<file path="config.mk">
export PLATFORM = sky130hd
export DESIGN_NAME = serial_command_pwm_bridge_drive
export DESIGN_NICKNAME = d
export VERILOG_FILES = /design/src/sv/scpb_pkg.sv /design/src/sv/serial_command_pwm_bridge_drive.sv /design/src/sv/scpb_frame_decode.sv
export SDC_FILE = /design/constraint.sdc
export NUM_CORES = 1
export LEC_CHECK = 0
export BUFFER_PORTS_ARGS = -buffer_cell sky130_fd_sc_hd__buf_2
export CAP_MARGIN = 20
export CORE_MARGIN = 1.5
export CORE_UTILIZATION = 39
export DETAILED_ROUTE_END_ITERATION = 8
export PLACE_DENSITY = 0.62
export SKIP_LAST_GASP = 1
export SYNTH_ARGS = -nofsm -noshare
export SYNTH_HDL_FRONTEND = slang
export SYNTH_SLANG_ARGS = --single-unit
</file>
<file path="constraint.sdc">
create_clock -name clk -period 7.9 [get_ports clk]
set_clock_uncertainty 0.05 [all_clocks]
set_input_delay 0.395 -clock clk [delete_from_list [all_inputs] [get_ports clk]]
set_output_delay 0.395 -clock clk [all_outputs]
set_load 0.02 [all_outputs]
</file>
<file path="src/sv/scpb_pkg.sv">
// Shared constants, types and helpers of the serial command PWM bridge drive.
package scpb_pkg;

  localparam int FRAME_DEPTH_DEF = 128;
  localparam int AXIS_COUNT_DEF  = 6;

  localparam logic [7:0] DIGIT_ZERO = 8'd48;
  localparam logic [7:0] SPEED_STEP = 8'd5;

  localparam logic [7:0] PWM_PERIOD_RST  = 8'd50;
  localparam logic [7:0] START_CODE_RST  = 8'd66;
  localparam logic [7:0] END_CODE_RST    = 8'd69;
  localparam logic [7:0] CLAMP_ABOVE_RST = 8'd44;
  localparam logic [7:0] CLAMP_TO_RST    = 8'd48;

  localparam int CFG_IDX_W = 3;
  localparam logic [CFG_IDX_W-1:0] CFG_PWM_PERIOD  = 3'd0;
  localparam logic [CFG_IDX_W-1:0] CFG_START_CODE  = 3'd1;
  localparam logic [CFG_IDX_W-1:0] CFG_END_CODE    = 3'd2;
  localparam logic [CFG_IDX_W-1:0] CFG_CLAMP_ABOVE = 3'd3;
  localparam logic [CFG_IDX_W-1:0] CFG_CLAMP_TO    = 3'd4;

  localparam logic OP_BYTE = 1'b0;
  localparam logic OP_TICK = 1'b1;

  typedef struct packed {
    logic [7:0] speed;
    logic       left_dir;
    logic       right_dir;
  } decode_t;

  // ASCII digit to speed, wrapping at 8 bits
  function automatic logic [7:0] digit_speed(input logic [7:0] b);
    logic [7:0] d;
    d = b - DIGIT_ZERO;
    return d * SPEED_STEP;
  endfunction

endpackage

</file>
<file path="src/sv/serial_command_pwm_bridge_drive.sv">
// Top level: command byte framing and PWM drive of a group of H-bridges.
//
// Usage:
//   Input channel (in_valid/in_ready) carries one beat per event: opcode 0
//   is a received serial byte on rx_byte, opcode 1 is one PWM counter tick.
//   Output channel (out_valid/out_ready) returns exactly one beat per input
//   beat: the forward, reverse and enable pin levels of every axis after
//   the event, plus frame_accepted when the byte was the end code.
//   Configuration channel (cfg_valid/cfg_ready, cfg_index, cfg_data) writes
//   pwm_period, start_code, end_code, clamp_above and clamp_to; it is
//   always ready and should be used only while no beat is in flight.
//   The result is registered and shows from the edge that takes its beat.
//   Throughput is one beat per cycle while the receiver keeps up, set by
//   the single result register; a new beat is taken while the held result
//   drains. When the receiver stalls, the result register holds and
//   in_ready drops only while that register is full and out_ready is low.
//   Reset clears the frame, stops all bridges, drops out_valid and restores
//   the default register values; the pin outputs themselves are not reset.
module serial_command_pwm_bridge_drive #(
  parameter int FRAME_DEPTH = scpb_pkg::FRAME_DEPTH_DEF,
  parameter int AXIS_COUNT  = scpb_pkg::AXIS_COUNT_DEF
) (
  input  logic                             clk,
  input  logic                             rst,
  input  logic                             in_valid,
  output logic                             in_ready,
  input  logic                             opcode,
  input  logic [7:0]                       rx_byte,
  output logic                             out_valid,
  input  logic                             out_ready,
  output logic [AXIS_COUNT-1:0]            drive_forward,
  output logic [AXIS_COUNT-1:0]            drive_reverse,
  output logic [AXIS_COUNT-1:0]            bridge_enable,
  output logic                             frame_accepted,
  input  logic                             cfg_valid,
  output logic                             cfg_ready,
  input  logic [scpb_pkg::CFG_IDX_W-1:0]   cfg_index,
  input  logic [7:0]                       cfg_data
);

  localparam int IDX_W = $clog2(FRAME_DEPTH);
  localparam logic [IDX_W-1:0] IDX_MAX = IDX_W'(FRAME_DEPTH - 1);
  localparam logic [AXIS_COUNT-1:0] ALL_MASK  = '1;
  // left group is the lower half of the axes
  localparam logic [AXIS_COUNT-1:0] LEFT_MASK = AXIS_COUNT'((1 << (AXIS_COUNT / 2)) - 1);

  // configuration registers
  logic [7:0] pwm_period, start_code, end_code, clamp_above, clamp_to;

  // frame and drive state
  logic [IDX_W-1:0]      byte_index, byte_index_next;
  logic [3:0][7:0]       frame_bytes, frame_bytes_next, frame_base;
  logic [7:0]            speed, speed_next;
  logic                  left_direction, left_direction_next;
  logic                  right_direction, right_direction_next;
  logic                  start_pending, start_pending_next;
  logic                  running, running_next;
  logic [7:0]            pwm_count, pwm_count_next;
  logic [AXIS_COUNT-1:0] held_fwd, held_fwd_next;
  logic [AXIS_COUNT-1:0] held_rev, held_rev_next;
  logic [AXIS_COUNT-1:0] held_ena, held_ena_next;
  logic                  accepted_next;

  logic                  accept_in;
  logic [IDX_W-1:0]      idx_start;
  logic [AXIS_COUNT-1:0] dir_mask;
  scpb_pkg::decode_t     decoded;

  assign cfg_ready = 1'b1;
  assign in_ready  = !out_valid || out_ready;
  assign accept_in = in_valid && in_ready;

  // a frame index of zero means the stored bytes are stale
  assign frame_base = (byte_index == '0) ? '0 : frame_bytes;
  assign idx_start  = (rx_byte == start_code) ? '0 : byte_index;
  assign dir_mask   = (left_direction ? LEFT_MASK : '0) |
                      (right_direction ? ~LEFT_MASK : '0);

  scpb_frame_decode u_decode (
    .frame       (frame_base),
    .clamp_above (clamp_above),
    .clamp_to    (clamp_to),
    .result      (decoded)
  );

  always_comb begin
    byte_index_next      = byte_index;
    frame_bytes_next     = frame_bytes;
    speed_next           = speed;
    left_direction_next  = left_direction;
    right_direction_next = right_direction;
    start_pending_next   = start_pending;
    running_next         = running;
    pwm_count_next       = pwm_count;
    held_fwd_next        = held_fwd;
    held_rev_next        = held_rev;
    held_ena_next        = held_ena;
    accepted_next        = 1'b0;
    if (accept_in) begin
      if (opcode == scpb_pkg::OP_BYTE) begin
        frame_bytes_next = frame_base;
        if (rx_byte != end_code) begin
          // keep payload bytes one to four, saturate the index
          for (int k = 0; k < 4; k++) begin
            if (idx_start == IDX_W'(k + 1)) begin
              frame_bytes_next[k] = rx_byte;
            end
          end
          byte_index_next = (idx_start < IDX_MAX) ? idx_start + 1'b1 : idx_start;
        end else begin
          byte_index_next      = '0;
          speed_next           = decoded.speed;
          left_direction_next  = decoded.left_dir;
          right_direction_next = decoded.right_dir;
          start_pending_next   = 1'b1;
          accepted_next        = 1'b1;
        end
      end else begin
        held_fwd_next = '0;
        held_rev_next = '0;
        if (start_pending) begin
          held_ena_next      = ALL_MASK;
          running_next       = 1'b1;
          start_pending_next = 1'b0;
        end
        if (running || start_pending) begin
          if (speed == '0) begin
            // zero speed stops everything in this tick
            running_next  = 1'b0;
            held_ena_next = '0;
          end else if (pwm_count < speed) begin
            held_fwd_next = dir_mask;
            held_rev_next = ~dir_mask;
          end
        end
        pwm_count_next = (pwm_count >= pwm_period) ? '0 : pwm_count + 8'd1;
      end
    end
  end

  // configuration writes
  always_ff @(posedge clk) begin
    if (rst) begin
      pwm_period  <= scpb_pkg::PWM_PERIOD_RST;
      start_code  <= scpb_pkg::START_CODE_RST;
      end_code    <= scpb_pkg::END_CODE_RST;
      clamp_above <= scpb_pkg::CLAMP_ABOVE_RST;
      clamp_to    <= scpb_pkg::CLAMP_TO_RST;
    end else if (cfg_valid && cfg_ready) begin
      unique case (cfg_index)
        scpb_pkg::CFG_PWM_PERIOD:  pwm_period  <= cfg_data;
        scpb_pkg::CFG_START_CODE:  start_code  <= cfg_data;
        scpb_pkg::CFG_END_CODE:    end_code    <= cfg_data;
        scpb_pkg::CFG_CLAMP_ABOVE: clamp_above <= cfg_data;
        scpb_pkg::CFG_CLAMP_TO:    clamp_to    <= cfg_data;
        default: ;
      endcase
    end
  end

  // frame and drive state: advance once per accepted beat
  always_ff @(posedge clk) begin
    if (rst) begin
      byte_index      <= '0;
      frame_bytes     <= '0;
      speed           <= '0;
      left_direction  <= 1'b0;
      right_direction <= 1'b0;
      start_pending   <= 1'b0;
      running         <= 1'b0;
      pwm_count       <= '0;
      held_fwd        <= '0;
      held_rev        <= '0;
      held_ena        <= '0;
    end else begin
      byte_index      <= byte_index_next;
      frame_bytes     <= frame_bytes_next;
      speed           <= speed_next;
      left_direction  <= left_direction_next;
      right_direction <= right_direction_next;
      start_pending   <= start_pending_next;
      running         <= running_next;
      pwm_count       <= pwm_count_next;
      held_fwd        <= held_fwd_next;
      held_rev        <= held_rev_next;
      held_ena        <= held_ena_next;
    end
  end

  // result register: load on accept, hold while the receiver stalls
  always_ff @(posedge clk) begin
    if (rst) begin
      out_valid <= 1'b0;
    end else if (in_ready) begin
      out_valid <= in_valid;
    end
  end

  always_ff @(posedge clk) begin
    if (accept_in) begin
      drive_forward  <= held_fwd_next;
      drive_reverse  <= held_rev_next;
      bridge_enable  <= held_ena_next;
      frame_accepted <= accepted_next;
    end
  end

endmodule

</file>
<file path="src/sv/scpb_frame_decode.sv">
// Frame decode: speed, turn detection, clamp and group directions.
module scpb_frame_decode (
  input  logic [3:0][7:0]      frame,
  input  logic [7:0]           clamp_above,
  input  logic [7:0]           clamp_to,
  output scpb_pkg::decode_t    result
);

  logic       turn;
  logic [7:0] raw_speed;
  logic       dir_flag;
  logic       turn_flag;

  assign dir_flag  = (frame[0] != scpb_pkg::DIGIT_ZERO);
  assign turn_flag = (frame[2] != scpb_pkg::DIGIT_ZERO);
  assign turn      = (frame[1] < frame[3]);
  assign raw_speed = turn ? scpb_pkg::digit_speed(frame[3])
                          : scpb_pkg::digit_speed(frame[1]);

  always_comb begin
    result.speed = (raw_speed > clamp_above) ? clamp_to : raw_speed;
    if (turn) begin
      // opposite groups spin against each other
      result.left_dir  = !turn_flag;
      result.right_dir = turn_flag;
    end else begin
      result.left_dir  = dir_flag;
      result.right_dir = dir_flag;
    end
  end

endmodule

</file>
======== Word-level counts from Yosys, hierarchy flattened ========
Index checks and enable logic that the tools add are counted.
operators by class
  $lt $le $gt $ge ......................... 5
  reduce and logical (&&, ||, !) cells .... 17
  div/mod/pow operators ................... 0
  multipliers ............................. 2
  $add $sub $neg .......................... 4
  shifts and indexed selects .............. 0
  multiplexer cells ....................... 36
  equal/unequal tests ..................... 13
  bitwise logic cells ..................... 4
operators by type and width
  kind                   number
  $mux W6                16
  $mux W32               2
  $mux W8                7
  $mux W7                3
  $lt A8 B8 Y1           2
  $mul A8 B3 Y8 const B  2
  $ne A8 B6 Y1 const B   2
  $reduce_and A2 Y1      8
  $sub A8 B6 Y8 const B  2
  $eq A7 B2 Y1 const B   2
  $add A8 B1 Y8 const B  1
  $eq A8 B8 Y1           1
  $ge A8 B8 Y1           1
  $gt A8 B8 Y1           1
  $logic_not A8 Y1       1
  $ne A8 B8 Y1           1
  $add A7 B1 Y7 const B  1
  $eq A7 B1 Y1 const B   1
  $eq A7 B3 Y1 const B   1
  $logic_not A7 Y1       1
  $lt A7 B7 Y1 const B   1
  $eq A3 B2 Y1 const B   2
  $mux W1                6
  $not A6 Y6             1
  other kinds (12)       15
storage, ports and cells
  output and inout port bits .............. 22
  bits in writable memories ............... 0
  latch bits .............................. 0
  logic and storage cells ................. 105
  flip-flop bits (word level) ............. 137
  bits of input ports ..................... 25
  memories kept ........................... 0
  bits in read-only memories .............. 0

======== Logic depth before layout (Yosys ltp) ========
Gate-level depths: netlist of the first run.
  depth in word-level cells ............... 8
  depth in mapped cells ................... 23
  gate-level depth less buffers ........... 20

======== Hierarchy ========
A second synthesis of the first run with hierarchy kept.
second synthesis, totals
  cell total of the unflattened synthesis .. 783
  area total of the unflattened synthesis .. 7220.7 µm²
modules (own cells, without submodules)
  module                           area each (µm²)  cells each  sequential area each (µm²)  instances
  serial_command_pwm_bridge_drive  6107.1           660         2932.8                      1
  scpb_frame_decode                1113.6           123         0.0                         1

======== Worst setup path before layout of the first run ========
Ideal clock, no wire load.
  path type ............................... reg2reg
  start ................................... register byte_index[3]
  end ..................................... register speed[2]
  stages on the path, launching flop included .. 22
  arrival ................................. 4329 ps
  clock period less this slack ............ 4496 ps
  setup slack ............................. 3404 ps
  required time ........................... 7733 ps
  cells stage by stage .................... dfxtp_1 -> nor4_2 -> nand2_1 -> clkbuf_1 -> and2_1 -> ha_1 -> ha_1 -> ha_1 -> a21o_1 -> a21oi_1 -> xnor2_1 -> mux2i_1 -> mux2i_1 -> nand3_1 -> ha_1 -> nand3_1 -> nor3_1 -> a31oi_1 -> and2_1 -> clkbuf_1 -> nand2b_1 -> a32o_1
on the way
  word-level cells in the longest chain between the ends .. 7
  elaborated cells between the ends (all ways) .. 10
ends and longest elaborated chain
  what                    line                                    source
  from (decl)             serial_command_pwm_bridge_drive.sv:51   logic [IDX_W-1:0] byte_index, byte_index_next;
  from (signal assigned)  serial_command_pwm_bridge_drive.sv:176  byte_index <= byte_index_next;
  $logic_not A7 Y1 *      serial_command_pwm_bridge_drive.sv:74   assign frame_base = (byte_index == '0) ? '0 : frame_bytes;
  $mux W32 *              serial_command_pwm_bridge_drive.sv:74
  $sub A8 B6 Y8           scpb_pkg.sv:35                          d = b - DIGIT_ZERO;
  $mul A8 B3 Y8           scpb_pkg.sv:36                          return d * SPEED_STEP;
  $mux W8 *               scpb_frame_decode.sv:17                 assign raw_speed = turn ? scpb_pkg::digit_speed(frame[3])
  $gt A8 B8 Y1            scpb_frame_decode.sv:21                 result.speed = (raw_speed > clamp_above) ? clamp_to : raw_speed;
  $mux W8 *               scpb_frame_decode.sv:21
  to (signal assigned)    serial_command_pwm_bridge_drive.sv:178  speed <= speed_next;
  to (decl)               serial_command_pwm_bridge_drive.sv:53   logic [7:0] speed, speed_next;
Mark *: on every way between the ends. The rest lies on a longest branch, timed or not.
A chain may end at the register's enable or synchronous reset.

======== Worst setup path in the final report of the first run ========
  start ................................... register byte_index[3]
  end ..................................... register speed[1]
Same word-level chain as after synthesis.

==> flow_metrics.py, run 1 <==
metrics = {
    "detailed_routing": {
        "dr_total_vias": 5891,
        "detail-route-antenna-nets": 0,
        "route.met2.wl_mm": 7.35,
        "dr.first_iter.drc_count": 281,
        "top_layer": "met4",
        "wirelength_met1_mm": 8.83,
        "wl_per_cell_microns": 15.6,
        "wl_met3_microns": 742,
        "vias_per_cell": 5.38,
        "route.detailed.drc": 0,
        "wl_mm": 17.1,
        "first_pass_iters": 5,
    },
    "yosys": {
        "synth_edf_count": 19,
        "synth_compound_area_share_pct": 16.4,
        "synth-simple-area-share_pct": 22.8,
        "async_flop_share_pct": 0,
        "ys_ff_latch": 137,
        "yosysWarnings": 0,
        "synth_xor_xnor_area_share_pct": 4.69,
        "syn-num-nets": 906,
        "synth_area_sq_mm": 0.00741,
        "synth.avg_cell_area_sq_um": 8.93,
        "synth_top_family_by_area": "simple AND/OR/NAND/NOR gates",
        "synth.distinct_cells": 65,
        "seq_area_frac_synth_pct": 39.6,
        "synth_ff_type": "dfxtp_1",
        "synth.area.mux_share_pct": 2.16,
        "synth_adder_area_share_pct": 8.81,
        "syn_inst": 830,
    },
    "min_path": {
        "holdPathStages": 3,
        "hold_end": "clamp_to[2]",
        "hold_start": "cfg_data[2]",
        "hp-class": "in -> reg",
    },
    "sta": {
        "setup_tns_ns": 0,
        "slew-limit-headroom_pct": 31.9,
        "fin_crit_sh_pct": 65.1,
        "finalCriticalPeriod_ns": 5.14,
        "tightestPinTransition_ns": 1.02,
        "max_freq_mhz": 195,
        "hold_viol": 0,
        "whs_ns": 0.227,
        "rsz0062_at_grt": "no",
        "worst_slack_ns": 2.76,
        "setup_viol": 0,
        "drv_slew": 0,
    },
    "place": {
        "place.gp.congestion": 0.851,
        "portBuffers": 45,
        "hpwl_mm": 12.1,
        "post-place-ws_ns": 2.78,
    },
    "die": {
        "die_h_microns": 141,
        "die_w_microns": 141,
        "core-area_sq_mm": 0.0186,
        "die_area_sq_mm": 0.0198,
        "num_rows": 50,
        "num_io_pins": 47,
        "start_util_pct": 39.7,
    },
    "global_routing": {
        "grt.overflow.total": 0,
        "grt_pass1_wl_mm": 28.1,
        "grt_usage_pct": 17.9,
        "grt_pass1_vias": 5378,
        "grt_max_degree": 82,
        "grt_antenna_before_repair": 0,
    },
    "clock_network": {
        "cts_sinks": 137,
        "tritoncts": "yes",
        "ctsHoldBuffers": 0,
        "clock_latency_ns": 0.43,
        "cts_root_buffer": "clkbuf_16",
        "postCtsSetupRepairBufs": 0,
        "cts_max_level": 4,
        "cts_buffers": 17,
        "cts_resized": 0,
        "cts_buffer_depth": 2,
        "clk_pin_slew_ns": 0.06,
    },
    "worst_setup_path": {
        "arrival_ns": 5.43,
        "cp.required_ns": 8.19,
        "crit_path_start_kind": "register",
        "rr_endpoint": "speed[1]",
        "reg2reg_from": "byte_index[3]",
        "crit_fanout": 23,
        "critPathKind": "reg -> reg",
        "reg2regPathDepth": 19,
        "cp-end-kind": "register",
        "r2r_slack_ns": 2.76,
    },
    "finish": {
        "fillers": 1822,
        "final_nets": 924,
        "drive_gt1_share_pct": 10.7,
        "area_delta_synth_final_pct": 12.2,
        "multi_input_area_sq_mm": 0.00407,
        "antenna_cells": 0,
        "register_area_sq_mm": 0.00293,
    },
    "outcome": {
        "status": "finished, final reports clean",
    },
    "power_and_ir_drop": {
        "power_leakage_uw": 0.00330,
        "pwr_density_cell_mw_per_mm2": 201,
        "peakVddDrop_mv": 0.149,
    },
    "flow_run": {
        "cap_viol_max_count": 0,
    },
}
[cell usage after synthesis (6+ instances only)]
library cell,instances,share of area [%]
dfxtp_1,118,32
nand2_1,117,5.9
a21oi_1,87,5.9
nor2_1,53,2.7
ha_1,49,8.3
inv_1,38,1.9
or3b_1,30,3.5
clkbuf_1,29,1.5
nand3_1,29,2.0
xor2_1,26,3.1
edfxtp_1,19,7.7
a21o_1,16,1.6
and2_1,16,1.4
mux2i_1,16,2.2
a211oi_1,12,1.2
a31oi_1,11,0.93
and3_1,11,0.93
xnor2_1,10,1.2
a211o_1,9,1.1
buf_6,9,1.4
nand3b_1,9,0.91
nor3_1,9,0.61
nand2b_1,8,0.68
nor2b_1,8,0.68
buf_2,7,0.47
o211ai_1,7,0.71
nor4_2,6,1.0
[critical path, stage by stage (launching register included)]
cell	delay, ns
dfxtp_1	0.34
nor4_2	0.39
nand2_1	0.45
and2_1	0.35
ha_1	0.31
ha_1	0.29
ha_1	0.34
a21o_1	0.17
a21oi_1	0.17
xnor2_1	0.20
mux2i_1	0.13
mux2i_1	0.21
nand3_1	0.12
ha_1	0.33
nand3_1	0.10
nor3_1	0.05
a31oi_1	0.30
and2_1	0.37
a21oi_1	0.12
a221oi_1	0.27
[how the worst max path moves through the flow]
stage,from,end,slack [ns],cells past startpoint
finish,byte_index[3],speed[1],2.76,19
global route,byte_index[3],speed[1],2.30,18
CTS,byte_index[3],speed[1],2.74,19
detailed placement,byte_index[3],speed[1],2.78,19
global placement,byte_index[3],speed[1],2.93,19
floorplan,byte_index[3],speed[2],3.40,21
[state kept, by name, summed over array words and instances, names as in the netlist, 7 cells and up]
register,count
pwm_period,8
clamp_to,8
start_code,8
frame_bytes,32
speed,8
pwm_count,8
clamp_above,8
byte_index,7
end_code,8
[final cells by class]
cell class	instances	area share [%]
clock buffer	18	5.16
multi-input combinational	606	49.0
clock inverter	14	2.35
sequential	137	35.3
inverter	39	1.76
timing repair buffer	47	2.92
tap	234	3.52
[placed cells by master (no fill, tap or decap), types with 3 or more instances in the layout]
cell type  synthesis  routed
a2111oi_4          3       3
a211o_1            9       9
a211oi_1          12      12
a21o_1            16      16
a21oi_1           87      87
a31oi_1           11      11
a41oi_1            3       3
and2_1            16      16
and3_1            11      11
buf_2              7      44
buf_4              1       3
bufinv_16          0       4
clkbuf_16          0      17
clkinv_1           1       3
dfxtp_1          118     118
edfxtp_1          19      19
ha_1              49      49
inv_1             38      38
inv_6              0       3
mux2i_1           16      16
nand2_1          117     117
nand2b_1           8       8
nand3_1           29      29
nand3b_1           9       9
nand4_1            4       4
nor2_1            53      52
nor2b_1            8       8
nor3_1             9       9
nor4_1             3       3
nor4_2             6       6
o2111ai_1          3       3
o211ai_1           7       7
o21ai_0            4       4
o21ai_1            4       4
o31ai_1            3       3
o41ai_1            3       3
or3b_1            30      30
or4_1              3       3
xnor2_1           10      10
xor2_1            26      26
[routing by layer]
metal	vias up	GRT usage, %
li1	2965	-
met1	2795	25.6
met2	113	26.3
met3	18	4.86
met4	0	5.32
met5	-	0
[report_power, final]
group / leakage [uW] / switching (uW) / internal (uW) / total (uW)
Clock: 0.000302 / 320 / 531 / 851
Combinational: 0.00185 / 69.0 / 28.7 / 97.7
Sequential: 0.00115 / 6.73 / 718 / 724
Total: 0.00330 / 396 / 1280 / 1670
[stage by stage]
step           cell area, sq um  util [%]  total power [uW]  instances
2_1_floorplan              7410         -               808        830
3_3_place_gp               7690      41.2               837       1063
3_5_place_dp               7690      41.2               838       1063
4_1_cts                    8310      44.6              1680       1095
5_1_grt                    8310      44.6              1730       1095
6_report                   8310      44.6              1670       1095
[cells by family (layout without fill, tap and decap cells)]
kind of cell	after synthesis	after routing
flip-flops	137	137
AND/OR/NAND/NOR	318	318
multiplexers	16	16
buffers and inverters	87	118
adder cells (fa/ha/maj)	51	51
AO/OA/AOI/OAI	182	182
other	1	1
XOR/XNOR	38	38
No activity file was read; power rests on OpenSTA's default activity.
==> inputs of run 2 (changes only) <==
--- a/config.mk
+++ b/config.mk
@@ -10,7 +10,7 @@
 export CORE_MARGIN = 1.5
 export CORE_UTILIZATION = 39
 export DETAILED_ROUTE_END_ITERATION = 8
-export PLACE_DENSITY = 0.62
+export PLACE_DENSITY = 0.64
 export SKIP_LAST_GASP = 1
 export SYNTH_ARGS = -nofsm -noshare
 export SYNTH_HDL_FRONTEND = slang
==> constraint.sdc (replaced) <==
create_clock -name clk -period 4.6 [get_ports clk]
set_clock_uncertainty 0.05 [all_clocks]
set_input_delay 0.23 -clock clk [delete_from_list [all_inputs] [get_ports clk]]
set_output_delay 0.23 -clock clk [all_outputs]
set_load 0.02 [all_outputs]
==> flow_metrics.py, run 2 (synthesis gave the netlist of run 1 again) <==
metrics = {
    "detailed_routing": {
        "wl_per_cell_microns": 15.3,
        "first_pass_iters": 5,
        "wl_mm": 17.0,
        "route.detailed.drc": 0,
        "dr_total_vias": 5900,
        "vias_per_cell": 5.32,
        "dr.first_iter.drc_count": 305,
        "detail-route-antenna-nets": 0,
    },
    "place": {
        "place.gp.congestion": 0.846,
        "portBuffers": 45,
        "dp_cells": 1074,
        "hpwl_mm": 11.9,
    },
    "finish": {
        "final_cell_mix": "dfxtp_1, nand2_1, a21oi_1",
        "area_delta_synth_final_pct": 13.7,
        "multi_input_area_sq_mm": 0.00414,
        "final_common_cell": "dfxtp_1",
        "regMostFlops": "frame_bytes",
        "fillers": 1816,
        "antenna_cells": 0,
        "drive_gt1_share_pct": 13.1,
        "final-instance-count-excl-fill": 1109,
        "register_area_sq_mm": 0.00293,
        "largest_reg_flops": 32,
        "final_nets": 939,
    },
    "die": {
        "core-area_sq_mm": 0.0186,
        "die_h_microns": 141,
        "die_w_microns": 141,
        "die_area_sq_mm": 0.0198,
        "num_rows": 50,
        "num_io_pins": 47,
        "start_util_pct": 39.7,
    },
    "global_routing": {
        "grt_max_degree": 72,
        "grt_pass1_vias": 5604,
        "grt_usage_pct": 18.0,
        "grt_antenna_before_repair": 0,
        "grt_pass1_wl_mm": 28.2,
        "grt.overflow.total": 0,
    },
    "worst_setup_path": {
        "cp-end-kind": "register",
        "critPathKind": "reg -> reg",
        "cp.required_ns": 4.87,
        "r2r_slack_ns": 0.26,
        "crit_fanout": 8,
        "arrival_ns": 4.60,
        "crit_path_start_kind": "register",
    },
    "sta": {
        "max_freq_mhz": 231,
        "finalCriticalPeriod_ns": 4.34,
        "setup_viol": 0,
        "drv_slew": 0,
        "hold_viol": 0,
        "tightestPinTransition_ns": 1.06,
        "fin_crit_sh_pct": 94.3,
        "slew-limit-headroom_pct": 29.5,
    },
    "clock_network": {
        "cts_buffers": 17,
        "cts_root_buffer": "clkbuf_16",
        "cts_max_level": 4,
        "cts_buffer_depth": 2,
        "clock_latency_ns": 0.42,
        "clk_pin_slew_ns": 0.06,
        "tritoncts": "yes",
        "cts_sinks": 137,
    },
    "power_and_ir_drop": {
        "pwr_density_cell_mw_per_mm2": 321,
        "power_uw": 2710,
        "power_leakage_uw": 0.00335,
        "peakVddDrop_mv": 0.265,
    },
    "flow_run": {
        "cap_viol_max_count": 0,
    },
    "outcome": {
        "status": "finished, final reports clean",
    },
    "min_path": {
        "hp-class": "in -> reg",
    },
}
-- run 2: changes by cell type in the layout (fill, tap and decap cells not counted), moves of 3 or more --
cell       previous run  this run
buf_4                 3        18
clkbuf_1              1         5
bufinv_16             4         1
inv_6                 3         0
-- run 2: per-layer routing --
metal	GRT usage (%)	routed length, microns
met1	25.4	8550
met4	4.61	148
met3	3.97	615
met2	27.9	7650
met5	0	0
-- run 2: critical path, stage by stage (launching register included) --
cell     delay, ns
dfxtp_1       0.35
nor4_4        0.31
nand2_2       0.16
and2_1        0.21
ha_1          0.31
ha_1          0.29
ha_1          0.34
a21o_1        0.19
a21oi_2       0.18
xnor2_2       0.15
mux2i_1       0.10
mux2i_1       0.22
nand3_1       0.11
ha_1          0.32
nand3_1       0.09
nor3_1        0.05
a31oi_1       0.18
buf_4         0.17
nand2_2       0.09
o41a_1        0.32
o41ai_1       0.06
-- run 2: cell type report --
type | instances | share of cell area (%)
timing repair buffer | 62 | 4.22
sequential | 137 | 34.8
inverter | 39 | 1.74
tap | 234 | 3.48
clock inverter | 7 | 0.832
clock buffer | 24 | 5.73
multi-input combinational | 606 | 49.2
-- run 2: final timing paths --
path | from | to | cells after the start
setup / recovery | byte_index[6] | speed[0] | 20
hold / removal | cfg_data[2] | pwm_period[2] | 3
setup reg to reg | byte_index[6] | speed[0] | 20
hold reg to reg | clamp_above[7] | clamp_above[7] | 2
-- run 2: repair_timing --
item | CTS | global route
setup buffers | 0 | 4
endpoints found under the hold margin | 0 | 0
endpoints found under the setup margin | 6 | 8
gates cloned | 0 | 0
pin swaps | 0 | 4
hold buffers | 0 | 0
gates resized for setup | 1 | 11
-- run 2: metrics by stage --
stage / setup TNS (ns) / area (sq um) / setup slack (ns) / util [%] / hold WS [ns]
finish: 0 / 8420 / 0.264 / 45.2 / 0.0587
global route: -0.129 / 8420 / -0.0428 / 45.2 / 0.0517
CTS: 0 / 8330 / 0.0146 / 44.7 / 0.0473
detailed placement: 0 / 7770 / 0.0146 / 41.7 / 0.397
global placement: 0 / 7770 / 0.0863 / 41.7 / 0.392
floorplan: 0 / 7410 / 0.104 / - / 0.298
-- run 2: where the power goes --
group / switching [uW] / internal (uW)
logic: 120 / 54.6
clock network: 503 / 785
registers: 11.3 / 1230
total: 634 / 2070
==> inputs of run 3 (changes only) <==
--- a/config.mk
+++ b/config.mk
@@ -11,7 +11,9 @@
 export CORE_UTILIZATION = 39
 export DETAILED_ROUTE_END_ITERATION = 8
 export PLACE_DENSITY = 0.64
+export SETUP_SLACK_MARGIN = 0.5
 export SKIP_LAST_GASP = 1
 export SYNTH_ARGS = -nofsm -noshare
 export SYNTH_HDL_FRONTEND = slang
+export SYNTH_HIERARCHICAL = 1
 export SYNTH_SLANG_ARGS = --single-unit
==> flow_metrics.py, run 3 <==
metrics = {
    "outcome": {
        "status": "finished with violations",
        "violations": "design-rule violations",
    },
    "yosys": {
        "synth.avg_cell_area_sq_um": 9.22,
        "synth.distinct_cells": 60,
        "syn_inst": 783,
        "synth_area_sq_mm": 0.00722,
        "synth_largest_area_cell": "dfxtp_1",
        "async_flop_share_pct": 0,
        "ys_ff_latch": 137,
        "syn-num-nets": 865,
        "synth_most_common_cell": "nand2_1",
        "yosysTopAreaCellShare_pct": 32.7,
        "synth_edf_count": 19,
        "synth_area_leaders": "dfxtp_1, ha_1, edfxtp_1, mux2i_1, nand2_1",
        "yosysWarnings": 6,
        "synth_common_cells": "nand2_1, dfxtp_1, ha_1, mux2i_1, a21oi_1",
        "synth_ff_type": "dfxtp_1",
        "seq_area_frac_synth_pct": 40.6,
    },
    "sta": {
        "setup_tns_ns": 0,
        "tightestPinTransition_ns": 0.984,
        "hold_viol": 0,
        "setup_viol": 0,
        "finalCriticalPeriod_ns": 4.32,
        "drv_slew": 0,
        "fin_crit_sh_pct": 93.9,
        "slew-limit-headroom_pct": 34.4,
        "max_freq_mhz": 232,
        "rsz0062_at_grt": "yes",
    },
    "detailed_routing": {
        "vias_per_cell": 5.12,
        "wl_per_cell_microns": 15.4,
        "dr.first_iter.drc_count": 344,
        "detail-route-antenna-nets": 0,
        "wl_mm": 16.9,
        "dr_total_vias": 5608,
        "first_pass_iters": 8,
        "route.detailed.drc": 1,
    },
    "min_path": {
        "hp-class": "in -> reg",
        "holdPathStages": 3,
        "hold_end": "pwm_period[0]",
        "hold_start": "cfg_data[0]",
    },
    "global_routing": {
        "grt_pass1_wl_mm": 28.4,
        "grt.overflow.total": 0,
        "grt_max_degree": 57,
        "grt_usage_pct": 18.4,
        "grt_antenna_before_repair": 0,
        "grt_pass1_vias": 5546,
    },
    "clock_network": {
        "cts_buffers": 17,
        "tritoncts": "yes",
        "cts_root_buffer": "clkbuf_16",
        "cts_max_level": 4,
        "cts_buffer_depth": 2,
        "clk_pin_slew_ns": 0.06,
        "clock_latency_ns": 0.43,
        "cts_sinks": 137,
    },
    "worst_setup_path": {
        "critPathSlowestCell": "dfxtp_4",
        "cpMostUsedCell": "ha_4",
        "reg2reg_from": "byte_index[4]",
        "rr_endpoint": "speed[2]",
        "cp.required_ns": 4.85,
        "crit_buf_inv": 3,
        "reg2regPathDepth": 20,
        "crit_chain": "nor4_4, nor4b_4, buf_4, buf_12, nor2b_2, ha_4, ha_4, ha_4, a21o_1, a21oi_2, xnor2_1, mux2i_1, ha_1, nand4_1, a21oi_2, o22ai_4, buf_6, mux2_4, mux2i_1, nor2_1",
        "cp-end-kind": "register",
        "crit_path_start_kind": "register",
        "arrival_ns": 4.57,
        "cp_slowest_stage_delay_ns": 0.36,
        "crit_family": "adder cells",
        "crit_fanout": 8,
        "critPathKind": "reg -> reg",
        "r2r_slack_ns": 0.28,
    },
    "finish": {
        "area_delta_synth_final_pct": 23.1,
        "final_nets": 935,
        "final_cell_mix": "nand2_1, dfxtp_1, mux2i_1",
        "final_common_cell": "nand2_1",
        "largest_reg_flops": 32,
        "drive_gt1_share_pct": 20.9,
        "regMostFlops": "frame_bytes",
        "antenna_cells": 0,
        "fillers": 1627,
    },
    "place": {
        "hpwl_mm": 11.6,
        "portBuffers": 45,
        "place.gp.congestion": 0.819,
    },
    "die": {
        "die_area_sq_mm": 0.0193,
        "num_rows": 49,
        "core-area_sq_mm": 0.0181,
        "die_h_microns": 139,
        "num_io_pins": 47,
        "start_util_pct": 39.9,
        "die_w_microns": 139,
    },
    "power_and_ir_drop": {
        "combPwrFrac_pct": 7.6,
        "intPower_uw": 2240,
        "pwr_density_cell_mw_per_mm2": 329,
        "p_switching_uw": 690,
        "power_uw": 2930,
        "power_leakage_uw": 0.00365,
        "peakVddDrop_mv": 0.221,
        "switching_share_pct": 23.6,
        "sequentialPowerShare_pct": 42.8,
        "power.share.clock_pct": 49.6,
    },
    "flow_run": {
        "cap_viol_max_count": 0,
    },
}
[run 3: changes by cell type in the layout (fill, tap and decap cells not counted), moves of 11 or more]
cell      delta
a211oi_1    -11
buf_4       +15
or3b_1      -30
nand3b_1    +11
ha_4        +12
nand3_1     -20
o21ai_0     +16
a21oi_1     -37
mux2i_1     +38
nor2b_1     +17
[run 3: layout make-up]
class	instances	area (sq um)	share of cell area, %
Timing Repair Buffer	85	596	6.70
Multi-Input combinational cell	576	4310	48.4
Tap cell	229	287	3.22
Inverter	36	135	1.52
Sequential cell	137	2940	33.1
Clock inverter	14	196	2.21
Clock buffer	18	429	4.83
[run 3: cells by family after synthesis]
logic type / after synthesis / share of synthesized area [%]
mux: 66 / 9.41
fa+ha+maj: 57 / 10.1
flops: 137 / 40.6
simple gates: 307 / 22.0
buf+inv: 70 / 4.00
compound gates: 109 / 9.05
xor+xnor: 36 / 4.75
other cells: 1 / 0.0519
[run 3: how the worst max path moves through the flow]
stage | startpoint | to | slack, ns | cells past startpoint
floorplan | byte_index[4] | speed[7] | 0.40 | 18
global placement | byte_index[4] | speed[7] | 0.20 | 17
detailed placement | byte_index[4] | speed[1] | 0.11 | 17
CTS | byte_index[5] | speed[2] | 0.33 | 20
global route | byte_index[4] | speed[1] | 0.003 | 20
finish | byte_index[4] | speed[2] | 0.28 | 20
[run 3: worst reg2reg max path, cell delays in order, from the launching register on]
cell and delay (ns):
dfxtp_4 0.36, nor4_4 0.29, nor4b_4 0.26, buf_4 0.18, buf_12 0.15, nor2b_2 0.10, ha_4 0.29, ha_4 0.20
ha_4 0.25, a21o_1 0.19, a21oi_2 0.14, xnor2_1 0.14, mux2i_1 0.13, ha_1 0.34, nand4_1 0.20, a21oi_2 0.21
o22ai_4 0.09, buf_6 0.15, mux2_4 0.29, mux2i_1 0.13, nor2_1 0.07
[run 3: stage by stage]
| stage | area [sq um] | hold slack, ns | setup WS [ns] | util [%] | cells |
|---|---|---|---|---|---|
| 2_1_floorplan | 7390 | 0.298 | 0.399 | - | 783 |
| 3_3_place_gp | 7780 | 0.389 | 0.203 | 43.0 | 1029 |
| 3_5_place_dp | 7790 | 0.395 | 0.114 | 43.1 | 1030 |
| 4_1_cts | 8840 | 0.0451 | 0.327 | 48.9 | 1093 |
| 5_1_grt | 8890 | 0.0575 | 0.00265 | 49.2 | 1095 |
| 6_report | 8890 | 0.0531 | 0.281 | 49.2 | 1095 |
[run 3: power groups by stage]
stage / sequential, uW / combinational [uW] / clock (uW)
2_1_floorplan: 1290 / 122 / 0
3_3_place_gp: 1280 / 191 / 0
3_5_place_dp: 1280 / 194 / 0
4_1_cts: 1250 / 222 / 1470
5_1_grt: 1260 / 244 / 1520
6_report: 1250 / 223 / 1450
[run 3: routing by layer]
metal,up-vias,GRT usage [%],part of all wire (%)
met4,0,6.49,1.7
li1,2847,-,-
met2,88,29.6,45
met5,-,0,0
met3,21,3.21,3.1
met1,2652,24.8,50
[run 3: what timing repair did]
item                       CTS  global route
buffers inserted            29             1
hold buffers                 0             0
pin swaps                   24             8
gates cloned                 2             0
setup endpoints to repair    8             8
gates resized for setup     30             4
